$ cat src/sv/rap_pkg.sv
// ----------------------------------------------------------------------------
// Router advertisement parser package
// Shared types and constants for the byte-serial router advertisement parser.
// ----------------------------------------------------------------------------
package rap_pkg;

    // Message length handling
    localparam int LEN_W             = 12;
    localparam int MAX_MESSAGE_BYTES = 2048;
    localparam int OFF_W             = 11;
    localparam int HDR_BYTES         = 16;

    // ICMPv6 message types
    localparam logic [7:0] MSG_RS = 8'd133;
    localparam logic [7:0] MSG_RA = 8'd134;

    // Option types
    localparam logic [7:0] OPT_SRC_LLADDR = 8'd1;
    localparam logic [7:0] OPT_TGT_LLADDR = 8'd2;
    localparam logic [7:0] OPT_PREFIX     = 8'd3;
    localparam logic [7:0] OPT_REDIR_HDR  = 8'd4;
    localparam logic [7:0] OPT_MTU        = 8'd5;

    // Record kinds
    localparam logic [3:0] REC_HEADER   = 4'd0;
    localparam logic [3:0] REC_MTU      = 4'd1;
    localparam logic [3:0] REC_PREFIX   = 4'd2;
    localparam logic [3:0] REC_LLADDR   = 4'd3;
    localparam logic [3:0] REC_INVALID  = 4'd4;
    localparam logic [3:0] REC_UNKNOWN  = 4'd5;
    localparam logic [3:0] REC_TRAILING = 4'd6;
    localparam logic [3:0] REC_ZERO_LEN = 4'd7;
    localparam logic [3:0] REC_OVERLONG = 4'd8;
    localparam logic [3:0] REC_FILTER   = 4'd9;
    localparam logic [3:0] REC_TRUNC    = 4'd10;
    localparam logic [3:0] REC_END      = 4'd11;

    // Output queue
    localparam int OQ_DEPTH = 4;
    localparam int OQ_AW    = $clog2(OQ_DEPTH);

    typedef enum logic [1:0] {
        PH_TYPE,
        PH_HDR,
        PH_OPT,
        PH_SKIP
    } t_phase;

    typedef struct packed {
        logic [7:0]       data_byte;
        logic [LEN_W-1:0] packet_len;
    } t_in;

    typedef struct packed {
        logic [3:0]  rec_kind;
        logic [7:0]  small_value;
        logic        flag_a;
        logic        flag_b;
        logic [31:0] word_a;
        logic [31:0] word_b;
        logic [63:0] prefix_high;
        logic [63:0] prefix_low;
        logic [7:0]  option_type;
        logic        valid_infinite;
        logic        preferred_infinite;
        logic        last;
    } t_rec;

    // Records produced by one byte, pushed into the output queue together
    typedef struct packed {
        logic [1:0] count;
        t_rec       rec0;
        t_rec       rec1;
    } t_push;

endpackage

$ cat src/sv/rap_core.sv
// ----------------------------------------------------------------------------
// Router advertisement parser core
// Holds the parse state and turns one byte into up to two records.
// ----------------------------------------------------------------------------
module rap_core (
    input  logic          i_clk,
    input  logic          i_rst_n,
    input  logic          i_go,
    input  rap_pkg::t_in  i_item,
    output rap_pkg::t_push o_push
);

    logic [rap_pkg::LEN_W-1:0] r_pos, n_pos;
    rap_pkg::t_phase           r_phase, n_phase;
    logic [7:0]                r_opt_type, n_opt_type;
    logic [rap_pkg::OFF_W-1:0] r_opt_len, n_opt_len;
    logic [rap_pkg::OFF_W-1:0] r_off, n_off;
    logic [31:0]               r_acc_a, n_acc_a;
    logic [31:0]               r_acc_b, n_acc_b;
    logic [63:0]               r_pfx_hi, n_pfx_hi;
    logic [63:0]               r_pfx_lo, n_pfx_lo;
    logic [7:0]                r_small, n_small;
    logic [1:0]                r_flags, n_flags;

    logic [7:0]                b;
    logic [rap_pkg::LEN_W-1:0] len;
    logic                      is_last;
    logic [rap_pkg::OFF_W-1:0] optlen;
    logic [rap_pkg::LEN_W+1:0] remaining;
    logic                      rem_wrap;
    logic                      opt_done;
    logic                      have_a, have_b, have_end;
    rap_pkg::t_rec             rec_a, rec_b, rec_end, rec0, rec1;
    logic [1:0]                cnt;

    always_comb begin
        b = i_item.data_byte;
        if (i_item.packet_len > rap_pkg::LEN_W'(rap_pkg::MAX_MESSAGE_BYTES)) begin
            len = rap_pkg::LEN_W'(rap_pkg::MAX_MESSAGE_BYTES);
        end else if (i_item.packet_len == '0) begin
            len = rap_pkg::LEN_W'(1);
        end else begin
            len = i_item.packet_len;
        end
        is_last = ({1'b0, r_pos} + (rap_pkg::LEN_W+1)'(1)) >= {1'b0, len};

        optlen    = {b, 3'b000};
        remaining = {2'b00, len} + (rap_pkg::LEN_W+2)'(1) - {2'b00, r_pos};
        rem_wrap  = {1'b0, r_pos} > ({1'b0, len} + (rap_pkg::LEN_W+1)'(1));
        opt_done  = ({1'b0, r_off} + (rap_pkg::OFF_W+1)'(1)) >= {1'b0, r_opt_len};

        n_pos      = r_pos;
        n_phase    = r_phase;
        n_opt_type = r_opt_type;
        n_opt_len  = r_opt_len;
        n_off      = r_off;
        n_acc_a    = r_acc_a;
        n_acc_b    = r_acc_b;
        n_pfx_hi   = r_pfx_hi;
        n_pfx_lo   = r_pfx_lo;
        n_small    = r_small;
        n_flags    = r_flags;

        have_a   = 1'b0;
        have_b   = 1'b0;
        have_end = 1'b0;
        rec_a    = '0;
        rec_b    = '0;
        rec_end  = '0;
        rec_end.rec_kind = rap_pkg::REC_END;

        unique case (r_phase)
            rap_pkg::PH_TYPE: begin
                n_acc_a  = '0;
                n_acc_b  = '0;
                n_pfx_hi = '0;
                n_pfx_lo = '0;
                n_small  = '0;
                n_flags  = '0;
                if (b == rap_pkg::MSG_RA) begin
                    if (len < rap_pkg::LEN_W'(rap_pkg::HDR_BYTES)) begin
                        have_a         = 1'b1;
                        rec_a.rec_kind = rap_pkg::REC_TRUNC;
                        n_phase        = rap_pkg::PH_SKIP;
                    end else begin
                        n_phase = rap_pkg::PH_HDR;
                    end
                end else if (b == rap_pkg::MSG_RS) begin
                    n_phase = rap_pkg::PH_SKIP;
                end else begin
                    have_a         = 1'b1;
                    rec_a.rec_kind = rap_pkg::REC_FILTER;
                    n_phase        = rap_pkg::PH_SKIP;
                end
            end
            rap_pkg::PH_HDR: begin
                // hop limit, flags, reachable time, retransmit timer
                if (r_pos == 12'd4) begin
                    n_small = b;
                end else if (r_pos == 12'd5) begin
                    n_flags = {b[6], b[7]};
                end else if (r_pos >= 12'd8 && r_pos <= 12'd11) begin
                    n_acc_a = {r_acc_a[23:0], b};
                end else if (r_pos >= 12'd12 && r_pos <= 12'd15) begin
                    n_acc_b = {r_acc_b[23:0], b};
                end
                if (r_pos >= 12'd15) begin
                    have_a            = 1'b1;
                    rec_a.rec_kind    = rap_pkg::REC_HEADER;
                    rec_a.small_value = n_small;
                    rec_a.flag_a      = n_flags[0];
                    rec_a.flag_b      = n_flags[1];
                    rec_a.word_a      = n_acc_a;
                    rec_a.word_b      = n_acc_b;
                    n_phase           = rap_pkg::PH_OPT;
                    n_off             = '0;
                end else if (is_last) begin
                    have_a         = 1'b1;
                    rec_a.rec_kind = rap_pkg::REC_TRUNC;
                    n_phase        = rap_pkg::PH_SKIP;
                end
            end
            rap_pkg::PH_OPT: begin
                if (r_off == '0) begin
                    n_opt_type = b;
                    if (is_last) begin
                        have_a            = 1'b1;
                        rec_a.rec_kind    = rap_pkg::REC_TRAILING;
                        rec_a.option_type = b;
                        n_phase           = rap_pkg::PH_SKIP;
                    end else begin
                        n_off = rap_pkg::OFF_W'(1);
                    end
                end else if (r_off == rap_pkg::OFF_W'(1)) begin
                    if (optlen == '0 || (!rem_wrap &&
                            {3'b000, optlen} > remaining)) begin
                        have_a            = 1'b1;
                        rec_a.rec_kind    = (optlen == '0) ? rap_pkg::REC_ZERO_LEN
                                                           : rap_pkg::REC_OVERLONG;
                        rec_a.option_type = r_opt_type;
                        n_phase           = rap_pkg::PH_SKIP;
                    end else begin
                        n_opt_len = optlen;
                        n_off     = rap_pkg::OFF_W'(2);
                        n_acc_a   = '0;
                        n_acc_b   = '0;
                        n_pfx_hi  = '0;
                        n_pfx_lo  = '0;
                        n_small   = '0;
                        n_flags   = '0;
                    end
                end else begin
                    if (r_opt_type == rap_pkg::OPT_SRC_LLADDR) begin
                        have_a            = 1'b1;
                        rec_a.rec_kind    = rap_pkg::REC_LLADDR;
                        rec_a.small_value = b;
                        rec_a.option_type = r_opt_type;
                    end else if (r_opt_type == rap_pkg::OPT_PREFIX) begin
                        if (r_off == 11'd2) begin
                            n_small = b;
                        end else if (r_off == 11'd3) begin
                            n_flags = {b[6], b[7]};
                        end else if (r_off >= 11'd4 && r_off <= 11'd7) begin
                            n_acc_a = {r_acc_a[23:0], b};
                        end else if (r_off >= 11'd8 && r_off <= 11'd11) begin
                            n_acc_b = {r_acc_b[23:0], b};
                        end else if (r_off >= 11'd16 && r_off <= 11'd23) begin
                            n_pfx_hi = {r_pfx_hi[55:0], b};
                        end else if (r_off >= 11'd24 && r_off <= 11'd31) begin
                            n_pfx_lo = {r_pfx_lo[55:0], b};
                        end
                    end else if (r_opt_type == rap_pkg::OPT_MTU) begin
                        if (r_off >= 11'd4 && r_off <= 11'd7) begin
                            n_acc_a = {r_acc_a[23:0], b};
                        end
                    end

                    if (opt_done) begin
                        if (r_opt_type == rap_pkg::OPT_MTU) begin
                            have_a            = 1'b1;
                            rec_a.rec_kind    = rap_pkg::REC_MTU;
                            rec_a.word_a      = n_acc_a;
                            rec_a.option_type = r_opt_type;
                        end else if (r_opt_type == rap_pkg::OPT_PREFIX) begin
                            have_a                   = 1'b1;
                            rec_a.rec_kind           = rap_pkg::REC_PREFIX;
                            rec_a.small_value        = n_small;
                            rec_a.flag_a             = n_flags[0];
                            rec_a.flag_b             = n_flags[1];
                            rec_a.word_a             = n_acc_a;
                            rec_a.word_b             = n_acc_b;
                            rec_a.prefix_high        = n_pfx_hi;
                            rec_a.prefix_low         = n_pfx_lo;
                            rec_a.option_type        = r_opt_type;
                            rec_a.valid_infinite     = (n_acc_a == '1);
                            rec_a.preferred_infinite = (n_acc_b == '1);
                        end else if (r_opt_type == rap_pkg::OPT_TGT_LLADDR ||
                                     r_opt_type == rap_pkg::OPT_REDIR_HDR) begin
                            have_a            = 1'b1;
                            rec_a.rec_kind    = rap_pkg::REC_INVALID;
                            rec_a.option_type = r_opt_type;
                        end else if (r_opt_type != rap_pkg::OPT_SRC_LLADDR) begin
                            have_a            = 1'b1;
                            rec_a.rec_kind    = rap_pkg::REC_UNKNOWN;
                            rec_a.option_type = r_opt_type;
                        end
                        n_off = '0;
                    end else if (is_last) begin
                        have_b            = 1'b1;
                        rec_b.rec_kind    = rap_pkg::REC_OVERLONG;
                        rec_b.option_type = r_opt_type;
                        n_phase           = rap_pkg::PH_SKIP;
                    end else begin
                        n_off = r_off + rap_pkg::OFF_W'(1);
                    end
                end
            end
            rap_pkg::PH_SKIP: begin
            end
            default: begin
            end
        endcase

        // Clean end of an advertisement
        have_end = is_last && (n_phase == rap_pkg::PH_OPT) && (n_off == '0);

        if (is_last) begin
            n_pos   = '0;
            n_phase = rap_pkg::PH_TYPE;
            n_off   = '0;
        end else begin
            n_pos = r_pos + rap_pkg::LEN_W'(1);
        end

        // Pack the records in order into the two push slots
        rec0 = '0;
        rec1 = '0;
        cnt  = 2'd0;
        if (have_a) begin
            rec0 = rec_a;
            cnt  = 2'd1;
        end
        if (have_b) begin
            if (cnt == 2'd0) begin
                rec0 = rec_b;
            end else begin
                rec1 = rec_b;
            end
            cnt = cnt + 2'd1;
        end
        if (have_end) begin
            if (cnt == 2'd0) begin
                rec0 = rec_end;
            end else begin
                rec1 = rec_end;
            end
            cnt = cnt + 2'd1;
        end
        if (cnt == 2'd1) begin
            rec0.last = 1'b1;
        end else if (cnt == 2'd2) begin
            rec1.last = 1'b1;
        end

        o_push.count = i_go ? cnt : 2'd0;
        o_push.rec0  = rec0;
        o_push.rec1  = rec1;
    end

    always_ff @(posedge i_clk) begin
        if (!i_rst_n) begin
            r_pos      <= '0;
            r_phase    <= rap_pkg::PH_TYPE;
            r_opt_type <= '0;
            r_opt_len  <= '0;
            r_off      <= '0;
            r_acc_a    <= '0;
            r_acc_b    <= '0;
            r_pfx_hi   <= '0;
            r_pfx_lo   <= '0;
            r_small    <= '0;
            r_flags    <= '0;
        end else if (i_go) begin
            r_pos      <= n_pos;
            r_phase    <= n_phase;
            r_opt_type <= n_opt_type;
            r_opt_len  <= n_opt_len;
            r_off      <= n_off;
            r_acc_a    <= n_acc_a;
            r_acc_b    <= n_acc_b;
            r_pfx_hi   <= n_pfx_hi;
            r_pfx_lo   <= n_pfx_lo;
            r_small    <= n_small;
            r_flags    <= n_flags;
        end
    end

endmodule

$ cat src/sv/rap_outq.sv
// ----------------------------------------------------------------------------
// Router advertisement parser output queue
// Small register queue: up to two records in a cycle, one out unless i_stall.
// ----------------------------------------------------------------------------
module rap_outq (
    input  logic           i_clk,
    input  logic           i_rst_n,
    input  rap_pkg::t_push i_push,
    input  logic           i_stall,
    output logic           o_valid,
    output rap_pkg::t_rec  o_data,
    output logic           o_room
);

    rap_pkg::t_rec              r_mem [rap_pkg::OQ_DEPTH];
    logic [rap_pkg::OQ_AW-1:0]  r_wr, n_wr;
    logic [rap_pkg::OQ_AW-1:0]  r_rd, n_rd;
    logic [rap_pkg::OQ_AW:0]    r_cnt, n_cnt;
    logic [rap_pkg::OQ_AW-1:0]  wr_next;
    logic                       pop;

    always_comb begin
        pop     = (r_cnt != '0) && !i_stall;
        wr_next = r_wr + rap_pkg::OQ_AW'(1);
        n_wr    = r_wr + rap_pkg::OQ_AW'(i_push.count);
        n_rd    = pop ? (r_rd + rap_pkg::OQ_AW'(1)) : r_rd;
        n_cnt   = r_cnt + (rap_pkg::OQ_AW+1)'(i_push.count)
                        - (rap_pkg::OQ_AW+1)'(pop);
        o_valid = (r_cnt != '0);
        o_data  = r_mem[r_rd];
        o_room  = r_cnt <= (rap_pkg::OQ_AW+1)'(rap_pkg::OQ_DEPTH - 2);
    end

    always_ff @(posedge i_clk) begin
        if (i_push.count != 2'd0) begin
            r_mem[r_wr] <= i_push.rec0;
        end
        if (i_push.count == 2'd2) begin
            r_mem[wr_next] <= i_push.rec1;
        end
    end

    always_ff @(posedge i_clk) begin
        if (!i_rst_n) begin
            r_wr  <= '0;
            r_rd  <= '0;
            r_cnt <= '0;
        end else begin
            r_wr  <= n_wr;
            r_rd  <= n_rd;
            r_cnt <= n_cnt;
        end
    end

endmodule

$ cat src/sv/router_advert_option_parser_top.sv
// ----------------------------------------------------------------------------
// Router advertisement option parser
// Byte-serial ICMPv6 router advertisement parser producing option records.
// ----------------------------------------------------------------------------
// Path: a request accepted into the input register is parsed by the core
// once the queue has room; its records are written into the output queue
// and are visible on o_valid/o_data from then on. Throughput: one byte per
// cycle while o_stall is low; each byte is parsed in a single pass by the
// core, and up to two records per byte drain one per cycle while i_stall
// is low from a four-entry queue; input stalls while over two records wait.
// Reset: i_rst_n low at a clock edge empties the queue and input register
// and returns the parser to waiting for a message type byte.
// ----------------------------------------------------------------------------
module router_advert_option_parser_top (
    input  logic          i_clk,
    input  logic          i_rst_n,
    // Byte request channel
    input  logic          i_valid,
    output logic          o_stall,
    input  rap_pkg::t_in  i_data,
    // Record channel
    output logic          o_valid,
    input  logic          i_stall,
    output rap_pkg::t_rec o_data
);

    // Input register: hold one request until the core can parse it
    logic           r_in_valid, n_in_valid;
    rap_pkg::t_in   r_in;
    logic           room;
    logic           go;
    logic           take;
    rap_pkg::t_push push;

    always_comb begin
        // Parse the held request only when the queue can absorb two records
        go         = r_in_valid && room;
        o_stall    = r_in_valid && !room;
        take       = i_valid && !o_stall;
        n_in_valid = take ? 1'b1 : (go ? 1'b0 : r_in_valid);
    end

    always_ff @(posedge i_clk) begin
        if (!i_rst_n) begin
            r_in_valid <= 1'b0;
        end else begin
            r_in_valid <= n_in_valid;
        end
    end

    // Payload needs no reset; load it with each accepted request
    always_ff @(posedge i_clk) begin
        if (take) begin
            r_in <= i_data;
        end
    end

    // Parse state and record generation
    rap_core u_core (
        .i_clk   (i_clk),
        .i_rst_n (i_rst_n),
        .i_go    (go),
        .i_item  (r_in),
        .o_push  (push)
    );

    // Record queue toward the consumer
    rap_outq u_outq (
        .i_clk   (i_clk),
        .i_rst_n (i_rst_n),
        .i_push  (push),
        .i_stall (i_stall),
        .o_valid (o_valid),
        .o_data  (o_data),
        .o_room  (room)
    );

endmodule

$ cat config.mk
export PLATFORM = sky130hd
export DESIGN_NAME = router_advert_option_parser_top
export DESIGN_NICKNAME = d
export VERILOG_FILES = /design/src/sv/rap_pkg.sv /design/src/sv/rap_core.sv /design/src/sv/rap_outq.sv /design/src/sv/router_advert_option_parser_top.sv
export SDC_FILE = /design/constraint.sdc
export NUM_CORES = 2
export LEC_CHECK = 0
export ABC_CLOCK_PERIOD_IN_PS = 26700
export BUFFER_PORTS_ARGS = -buffer_cell sky130_fd_sc_hd__buf_4
export CORE_MARGIN = 4
export CORE_UTILIZATION = 40
export DETAILED_ROUTE_END_ITERATION = 10
export GPL_TIMING_DRIVEN = 0
export PLACE_DENSITY = 0.6
export SYNTH_ARGS = -nofsm -noshare
export SYNTH_HDL_FRONTEND = slang
export SYNTH_HIERARCHICAL = 1
export SYNTH_SLANG_ARGS = --single-unit
$ cat constraint.sdc
create_clock -name i_clk -period 26.7 [get_ports i_clk]
set_clock_uncertainty 0.1 [all_clocks]
set_input_delay 2.67 -clock i_clk [delete_from_list [all_inputs] [get_ports i_clk]]
set_output_delay 2.67 -clock i_clk [all_outputs]
set_load 0.01 [all_outputs]
==> results.toml <==
[status]
outcome = "complete, no violations"

[sta]
hold_viol = 0
setup_viol = 0
period_share = 0.4393
clock.fmax_mhz = 85.26
min_period_ns = 11.73
slew_headroom = 0.1351
whs_ns = 0.3708
rsz0062_at_grt = "false"
worst_pin_slew_ns = 1.297
slew_violations = 0

[worst_setup_path]
crit-reg2reg-launch = "r_in[8]"
rrSetupSlack_ns = 14.97
r2r_end = "u_outq/r_mem[0][112]"
cp.arrival_ns = 12.13
crit_start = "r_in[8]"
crit_end = "u_outq/r_mem[0][112]"
critPathCaptureType = "register"
cp_max_fo = 14
slowest_delay_ns = 0.85
crit_slowest_cell = "mux2i_1"
rr_worst_depth = 41
crit_type = "reg2reg"
required_ns = 27.10
start_kind = "register"

[clocking]
clk_latency_ns = 0.76
ctsHoldBuffers = 0
cts_setup_buffers = 0
tritoncts = "done"
cts_buffers = 135
cts.repair.resized = 0
clockBufferDepth = 3
clk_pin_slew_ns = 0.05
cts_sinks = 1141
root_buffer = "clkbuf_16"
htreeDepth = 4

[yosys]
netlist_area_sq_mm = 0.06075
synth_cell_type_count = 78
yosysWarnings = 6
syn_inst = 4267
ys.flop_type = "edfxtp_1"
synth-edff-count = 888
synth_area_per_cell_sq_um = 14.24
ys_async_sr_fraction = 0
ys_seq_elements = 1141
ys_seq_area_frac = 0.5223

[floorplanning]
ios = 243
core-area_sq_mm = 0.1503
rows = 142
fp.dieArea_sq_mm = 0.1582
die_w_um = 397.7
initial_core_util = 0.4042
die_y_um = 397.7

[pwr]
p_per_area_mw_per_mm2 = 70.02
vdd_drop_max_uv = 41.91
power.leakage_uw = 0.02611

[global_routing]
grt_pass1_wl_mm = 246.5
grt_max_degree = 53
grt_overflow = 0
track_usage = 0.2056
grt_pass1_vias = 38600
antenna_found_initial = 4

[drt]
via_per_inst = 5.442
antenna_left = 0
wire_per_inst_um = 23.45
wl_mm = 164.8
drtPass1Iterations = 6
drt_iter0_markers = 2944
vias = 38230
drc = 0

[layout]
layout-drive-gt1-share = 0.3189
fillCellCount = 13290
layout.nets = 5005
syn2layout_area_growth_pct = 17.46
final_util = 0.4748
final_cell_area_sq_mm = 0.07136
final_cells = 7026

[run]
max_cap_violations = 0

[placed_design]
dpl-instance-area_sq_mm = 0.06686
numPortBuffers = 242
hpwl_mm = 113.2
place_congestion = 0.9143
dp.cells = 6774

[hold_path]
holdCritStartpoint = "u_core/r_pfx_lo[60]"
hp-class = "reg2reg"
-- synthesized netlist by cell type (32+ instances only) --
library cell	number	area, sq um
ha_1	82	1026
mux4_2	217	4887
nor2_1	55	206.5
a22o_1	192	1682
a22oi_1	78	585.6
nor4_1	209	1308
buf_4	213	1599
buf_6	51	574.3
buf_2	86	430.4
mux2_2	427	4808
inv_1	69	259.0
dfxtp_1	253	5065
mux2_4	100	1501
nand4_1	33	206.5
a21oi_1	46	230.2
nand2_1	124	465.5
mux2_1	349	3930
a21boi_0	32	240.2
nand3_1	55	275.3
xnor2_1	34	297.8
nor2b_1	34	212.7
o21ai_0	51	255.2
edfxtp_1	888	26670
mux2i_1	152	1521
clkbuf_1	174	653.1
-- logic make-up after synthesis --
logic type,after synthesis,synth area share
buffers and inverters,616,0.05948
AO/OA/AOI/OAI,500,0.06195
multiplexers,1245,0.2740
other,1,0.00006173
AND/OR/NAND/NOR,638,0.05837
flip-flops,1141,0.5223
adder cells (fa/ha/maj),85,0.01788
XOR/XNOR,41,0.005911
-- state kept, by name (all words and copies together), names as in the netlist, 3 cells and up, named ones only --
name / cells
u_core/r_opt_type: 8
u_core/r_pos: 12
u_core/r_pfx_lo: 64
u_core/r_opt_len: 8
u_core/r_small: 8
u_outq/r_cnt: 3
u_outq/r_mem: 868
u_core/r_off: 11
r_in: 20
u_core/r_acc_a: 32
u_core/r_pfx_hi: 64
u_core/r_acc_b: 32
-- metrics by stage --
stage / TNS (ns) / setup WS (ns) / power, uW
global route: 0 / 14.48 / 5217
floorplan: 0 / 3.146 / 2743
detailed placement: 0 / 15.22 / 3194
CTS: 0 / 15.19 / 5063
finish: 0 / 14.97 / 4997
global placement: -4143.99 / -15.50 / 3259
-- worst max-delay path, delay by kind of cell, from the launching register on --
kind,cells,cell delay (ns)
AO/OA/AOI/OAI,8,1.53
XOR/XNOR,1,0.15
adder cells (fa/ha/maj),5,1.28
buffers and inverters,13,3.80
flip-flops,1,0.45
multiplexers,1,0.85
AND/OR/NAND/NOR,13,3.22
-- how the worst min path moves through the flow --
stage,to,slack [ns],cells after the start
after CTS,u_core/r_pfx_lo[59],0.38,1
after global routing,u_core/r_pfx_hi[61],0.39,1
after detailed placement,u_core/r_pfx_hi[62],0.36,1
after floorplan,u_core/r_pfx_hi[56],0.34,1
after global placement,u_core/r_pfx_lo[59],0.36,1
final,u_core/r_pfx_lo[60],0.37,1
-- cell type report --
cell class	instances	area [sq um]	area share
clock buffers	185	3899	0.05464
well taps	2016	2522	0.03535
inverters	72	270.3	0.003787
diodes	2	5.005	0.00007013
multi-input cells	2714	26220	0.3674
clock inverters	64	594.3	0.008329
repair buffers	288	2779	0.03894
plain buffers	544	3343	0.04685
flip-flops and latches	1141	31730	0.4447
-- where the power goes --
part	switching, uW	total [uW]	internal [uW]
sequential	28.4	2040	2020
combinational	629	1100	469
clock	743	1850	1110
total	1400	5000	3600
-- layer usage --
metal | vias to the layer above | share of wire | GRT usage
met5 | - | 0 | 0
met1 | 19180 | 0.45 | 0.2897
li1 | 17760 | - | -
met2 | 1072 | 0.46 | 0.3257
met3 | 229 | 0.062 | 0.04113
met4 | 0 | 0.022 | 0.05231
-- placed cells by master (no fill, tap or decap), drive strengths merged, types with 17 or more instances in the layout --
cell type / synthesis / final
a21boi: 33 / 33
a21oi: 46 / 46
a22o: 192 / 192
a22oi: 78 / 78
and2: 23 / 23
and3: 18 / 18
buf: 370 / 657
clkbuf: 174 / 360
clkinv: 2 / 48
conb: 1 / 205
dfxtp: 253 / 253
edfxtp: 888 / 888
ha: 82 / 82
inv: 70 / 77
mux2: 876 / 876
mux2i: 152 / 152
mux4: 217 / 217
nand2: 124 / 124
nand3: 55 / 55
nand4: 33 / 33
nor2: 55 / 55
nor2b: 36 / 36
nor3: 32 / 32
nor4: 211 / 211
o21ai: 52 / 52
or4: 17 / 17
xnor2: 34 / 34
(Power assumes the default switching activity.)
